File: config.mk
export PLATFORM = sky130hd
export DESIGN_NAME = mwd_div
export DESIGN_NICKNAME = d
export VERILOG_FILES = /design/src/rtl/mwd_pkg.sv /design/src/rtl/mwd_div.sv
export SDC_FILE = /design/constraint.sdc
export NUM_CORES = 2
export LEC_CHECK = 0
export ABC_AREA = 1
export BUFFER_PORTS_ARGS = -buffer_cell sky130_fd_sc_hd__buf_2
export CAP_MARGIN = 5
export CORE_ASPECT_RATIO = 1.2
export CORE_MARGIN = 1.5
export CORE_UTILIZATION = 43
export DETAILED_ROUTE_END_ITERATION = 6
export GPL_TIMING_DRIVEN = 0
export MAX_ROUTING_LAYER = met4
export PLACE_DENSITY = 0.59
export RECOVER_POWER = 25
export SLEW_MARGIN = 20
export SYNTH_ARGS = -nofsm -noshare
export SYNTH_HDL_FRONTEND = slang
export SYNTH_SLANG_ARGS = --single-unit
File: constraint.sdc
create_clock -name clk -period 4.6 [get_ports clk]
set_input_delay 0.92 -clock clk [delete_from_list [all_inputs] [get_ports clk]]
set_output_delay 0.92 -clock clk [all_outputs]
set_load 0.05 [all_outputs]
File: src/rtl/mwd_pkg.sv
// Shared types and constants for the mecanum waypoint drive step pipeline.
// Used by mwd_sqrt, mwd_div and the top level; depends on nothing.
`default_nettype none

package mwd_pkg;

  // Square root unit: one root bit per stage
  localparam int SQ_BITS  = 26;
  localparam int SQ_WIDTH = 2 * SQ_BITS;

  // Divider unit: one quotient bit per stage, overflow flagged above
  localparam int DV_BITS  = 18;
  localparam int DV_NUM_W = 44;
  localparam int DV_DEN_W = 27;

  // Register stages outside the units: three front, one after the roots,
  // five between the dividers, one output register
  localparam int PIPE_DEPTH = 3 + SQ_BITS + 1 + DV_BITS + 5 + DV_BITS + 1;

  // Configuration register indexes
  typedef enum logic [2:0] {
    REG_TARGET_X   = 3'd0,
    REG_TARGET_Y   = 3'd1,
    REG_START_X    = 3'd2,
    REG_START_Y    = 3'd3,
    REG_BASE_SPEED = 3'd4,
    REG_USE_RAMP   = 3'd5
  } cfg_reg_t;

  // Ratio cap (2.0 in Q16) and the 1.0 offset added before squaring
  localparam logic [17:0] RATIO_CAP = 18'd131072;
  localparam logic [17:0] RATIO_ONE = 18'd65536;
  // Reciprocal of ten, exact for operands below 2^22 with a shift of 23
  localparam logic [19:0] RECIP_TEN = 20'hCCCCD;
  localparam int          RECIP_SHIFT = 23;
  // Slow zone radius squared (300 degrees)
  localparam logic [34:0] SLOW_ZONE_SQ = 35'd90000;
  localparam logic [7:0]  TOL_BASE = 8'd100;

  // Per-item data that rides beside the arithmetic units
  typedef struct packed {
    logic        arr;
    logic        near;
    logic        rampup;
    logic        neg0;
    logic        neg1;
    logic [17:0] mag0;
    logic [17:0] mag1;
    logic [SQ_BITS-1:0] len;
  } side_t;

endpackage

`default_nettype wire

File: src/rtl/mwd_div.sv
// Pipelined restoring divider, one quotient bit per stage, with overflow flag
// for quotients of 2^DV_BITS and above. Depends on mwd_pkg for its widths.
`default_nettype none

module mwd_div (
  input  wire logic                          clk,
  input  wire logic                          en,
  input  wire logic [mwd_pkg::DV_NUM_W-1:0]  num,
  input  wire logic [mwd_pkg::DV_DEN_W-1:0]  den,
  output logic      [mwd_pkg::DV_BITS-1:0]   quo,
  output logic                               ovf
);

  localparam int CW = mwd_pkg::DV_DEN_W + mwd_pkg::DV_BITS;

  logic [mwd_pkg::DV_NUM_W-1:0] rem [mwd_pkg::DV_BITS];
  logic [mwd_pkg::DV_DEN_W-1:0] dd  [mwd_pkg::DV_BITS];
  logic [mwd_pkg::DV_BITS-1:0]  qq  [mwd_pkg::DV_BITS];
  logic                         of  [mwd_pkg::DV_BITS];

  for (genvar i = 0; i < mwd_pkg::DV_BITS; i++) begin : g_stage
    localparam int B = mwd_pkg::DV_BITS - 1 - i;
    logic [mwd_pkg::DV_NUM_W-1:0] rin;
    logic [mwd_pkg::DV_DEN_W-1:0] din;
    logic [mwd_pkg::DV_BITS-1:0]  qin;
    logic                         oin;
    logic [CW-1:0]                dsh;

    if (i == 0) begin : g_first
      assign rin = num;
      assign din = den;
      assign qin = '0;
      // Quotient does not fit when num >= den * 2^DV_BITS
      assign oin = {{(CW-mwd_pkg::DV_NUM_W){1'b0}}, num}
                   >= {den, {mwd_pkg::DV_BITS{1'b0}}};
    end else begin : g_next
      assign rin = rem[i-1];
      assign din = dd[i-1];
      assign qin = qq[i-1];
      assign oin = of[i-1];
    end

    assign dsh = {{mwd_pkg::DV_BITS{1'b0}}, din} << B;

    // Subtract the shifted divisor when it fits
    always_ff @(posedge clk) begin
      if (en) begin
        dd[i] <= din;
        of[i] <= oin;
        if ({{(CW-mwd_pkg::DV_NUM_W){1'b0}}, rin} >= dsh) begin
          rem[i] <= rin - dsh[mwd_pkg::DV_NUM_W-1:0];
          qq[i]  <= qin | ({{(mwd_pkg::DV_BITS-1){1'b0}}, 1'b1} << B);
        end else begin
          rem[i] <= rin;
          qq[i]  <= qin;
        end
      end
    end
  end

  assign quo = qq[mwd_pkg::DV_BITS-1];
  assign ovf = of[mwd_pkg::DV_BITS-1];

endmodule

`default_nettype wire
-- After elaboration in Yosys (flattened, before gate mapping)
Memory sizes are Yosys's and may differ from the RTL's.
Cells that the tools add are included.
- bitwise operators: 36
- mux-type cells: 146
- add/sub/neg operators: 18
- magnitude comparators: 19
- operators by type and width (cell ; number):
    $mux 44 ; 18
    $mux 18 ; 18
    $mux 1 ; 110
    $ge 44x45->1 ; 1
    $ge 44x27->1 ; 1
    $ge 44x28->1 ; 1
    $ge 44x29->1 ; 1
    $ge 44x30->1 ; 1
    $ge 44x31->1 ; 1
    $ge 44x32->1 ; 1
    $ge 44x33->1 ; 1
    $ge 44x34->1 ; 1
    $ge 44x35->1 ; 1
    $ge 44x36->1 ; 1
    $ge 44x37->1 ; 1
    $ge 44x38->1 ; 1
    $ge 44x39->1 ; 1
    $ge 44x40->1 ; 1
    $ge 44x41->1 ; 1
    $ge 44x42->1 ; 1
    $ge 44x43->1 ; 1
    $ge 44x44->1 ; 1
    $sub 44x27->44 ; 1
    $sub 44x28->44 ; 1
    other kinds (17) ; 52
- logic and storage cells: 223
- memories kept: 4
- memory bits (writable): 1620
- output and inout port bits: 19
- register bits after elaboration: 0
- memory list (name ; depth ; bits a word ; rd ports ; clocked after Yosys merged registers in ; wr ports ; line ; RTL):
    rem ; 18 ; 44 ; 17 ; 0 ; 18 ; mwd_div.sv:16 ; logic [mwd_pkg::DV_NUM_W-1:0] rem [mwd_pkg::DV_BITS];
    dd ; 18 ; 27 ; 17 ; 0 ; 18 ; mwd_div.sv:17 ; logic [mwd_pkg::DV_DEN_W-1:0] dd [mwd_pkg::DV_BITS];
    qq ; 18 ; 18 ; 18 ; 0 ; 18 ; mwd_div.sv:18 ; logic [mwd_pkg::DV_BITS-1:0] qq [mwd_pkg::DV_BITS];
    of ; 18 ; 1 ; 18 ; 0 ; 18 ; mwd_div.sv:19 ; logic of [mwd_pkg::DV_BITS];

-- Depth between registers and ports, before layout
An unclocked memory read counts as a cell.
- depth after elaboration: 6
- gate-level depth with buffers: 17

-- Worst setup path after synthesis
OpenSTA, ideal clock, no wires.
- path type: input to register
- start: input en
- end: memory qq[8][10] in the netlist's numbering (enable)
- stages on the path: 4
- arrival time: 3045 ps
- path buffers: 4
- setup time: 440 ps
- setup slack: 1115 ps
- path through: buf_4 -> buf_4 -> buf_4 -> clkbuf_1
- RTL lines (what ; line ; RTL):
    start, declared ; mwd_div.sv:7 ; input wire logic en,
    end, declared ; mwd_div.sv:18 ;

==> impl_metrics.ini <==
[floorplan]
dieArea_mm2 = 0.2142
die_h_um = 506.7
core_area_mm2 = 0.2097
num_rows = 184
top_level_ports = 92
initial_core_util = 0.4335
die_width_um = 422.8

[synthesis]
synth.most_common_cell = nand2_1
synth_area_mm2 = 0.09092
synth.yosys.seq_area_share = 0.4611
synth_top_area_frac = 0.4611
synth-seq-cells = 1396
syn_avg_cell_area_um2 = 7.901
synthFlopType = edfxtp_1
synth_edf_count = 1396
synth.area.top_cells = edfxtp_1, nand2_1, inv_1
synth.largest_area_cell = edfxtp_1
yosys_warnings = 0
synthDistinctLibCells = 59
synthArstFlopShare = 0
synth_nets = 12110
ys_top_cells_by_count = nand2_1, inv_1, edfxtp_1, nor2_1, nand3_1
netlist_instances = 11510

[route]
routedWlPerCell_um = 21.83
antenna_left = 0
wl_um = 320500
drcViolationCount = 0
avgViaCountPerCell = 5.213
first_pass_iters = 6
vias = 76540
drt_iter0_drc = 6301

[setup_path]
crit_required_ps = 5160
start_kind = input pin
crit_type = input pin to register
crit_path_end_kind = register
critPathMaxFanout = 91
cp.arrival_ps = 4870

[place]
numPortBuffers = 91
hpwl_um = 267100
gp_congestion = 1.003
place_ws_ps = -800.9
place_area_mm2 = 0.09538

[clock_tree]
insertion_delay_ps = 840
htreeDepth = 4
worst_setup_hold_path_clk_slew_ps = 60
cts_tree = yes
clockBufferDepth = 3
cts_root_buf = clkbuf_16
cts-buffers-inserted = 148
cts_sinks = 1396

[timing]
finClkSkew_ps = 56.17
tightest_slew_ps = 1239
finalCritPeriodShare = 0.9369
fin_ws_ps = 290.4
setup_violations = 0
setup_tns_ps = 0
report.final.slew_viol_count = 0
timing.hold.ws_ps = 270.0
rsz0062_at_grt = no
slew_headroom = 0.1651
hold_viol_final = 0
period_minus_slack_ps = 4310
fmax_ghz = 0.2320

[global_routing]
antenna_found_initial = 8
track_usage = 0.3032
busiest_layer = met2
use_met3 = 0.03219
grtUsageMet1 = 0.3826
overflow = 0
grt_pass1_wl_um = 467800
grt_pass1_vias = 73240
met2_usage = 0.5004
grt_max_degree = 92

[final_layout]
fill_cells = 20790
area_growth_pct = 10.26
layout.nets = 12370
final_cell_area_mm2 = 0.1003
drive_gt1_frac = 0.05165

[power]
p_leak_uw = 0.04687
totalPowerFinal_uw = 59020
p_per_area_mw_per_mm2 = 588.7
ir_drop_v = 0.0003848

[min_path]
min_path_type = input pin to register

[run]
maxCapViolCount = 0

[outcome]
status = finished, final reports clean
area by class of cell:
cell class              instances  area (um2)  area share
flip-flops and latches       1396       41920      0.4182
multi-input cells            7936       40450      0.4035
inverters                    2049        7694     0.07674
clock buffers                 172        3815     0.03805
well taps                    2790        3491     0.03482
clock inverters               100        1096     0.01093
plain buffers                 126       918.4    0.009161
repair buffers                108       858.3    0.008562
diodes                          4       10.01  0.00009985
kinds of logic after synthesis:
family          Yosys count  synth area share
buf+inv                2175           0.09409
simple gates           6027            0.2787
flops                  1396            0.4611
xor+xnor                296           0.02851
compound gates         1084           0.06344
fa+ha+maj               529           0.07420
through the flow:
stage	util	instances
3_5_place_dp	0.4548	14410
5_1_grt	0.4780	14680
4_1_cts	0.4782	14680
3_3_place_gp	0.4523	14390
6_report	0.4780	14680
2_1_floorplan	-	11510
critical path, stage by stage:
cell	delay [ps]
buf_8	280
buf_16	310
buf_16	410
buf_4	430
buf_4	410
buf_4	570
nand4_1	280
nor2_2	380
nand2_2	310
nand3_1	160
nand2_1	90
layout by cell type (no fill, tap or decap), drive strengths merged, types with 66 or more instances in the layout:
| cell type | count |
|---|---|
| nand2 | 3583 |
| inv | 2054 |
| edfxtp | 1396 |
| nor2 | 1124 |
| nand3 | 812 |
| a21oi | 591 |
| ha | 512 |
| o21ai | 416 |
| clkbuf | 234 |
| nand4 | 220 |
| buf | 172 |
| xor2 | 157 |
| xnor2 | 139 |
| nor3 | 124 |
| clkinv | 78 |
| nand3b | 66 |
routing by layer:
layer,part of all wire,up-vias
met5,0,-
met4,0.043,0
met3,0.049,536
met2,0.48,2297
met1,0.43,35840
li1,-,37860
flip-flops by register name, indices dropped and copies added (netlist names):
name,cells
rem,748
qq,171
of,18
dd,459
worst paths after layout:
| check | start | to | slack, ps | cells past startpoint |
|---|---|---|---|---|
| setup / recovery | en | rem[5][30] | 290 | 11 |
| hold / removal | num[14] | rem[0][14] | 270 | 1 |
| setup reg to reg | dd[11][10] | rem[6][35] | 1130 | 11 |
| hold reg to reg | qq[8][16] | qq[8][34] | 410 | 0 |
where the power goes:
part / leakage, uW / switching, uW / total, uW / internal [uW]
combinational: 0.0310 / 18200 / 26700 / 8480
clock: 0.00235 / 5420 / 12000 / 6600
sequential: 0.0135 / 2490 / 20300 / 17800
total: 0.0469 / 26100 / 59000 / 32900
repair_timing:
action | 4_1_cts | 5_1_grt
hold buffers | 0 | 0
setup buffers | 0 | 0
setup endpoints to repair | 0 | 2
hold endpoints to repair | 0 | 0
gates resized for setup | 0 | 1
(Power assumes the default switching activity.)
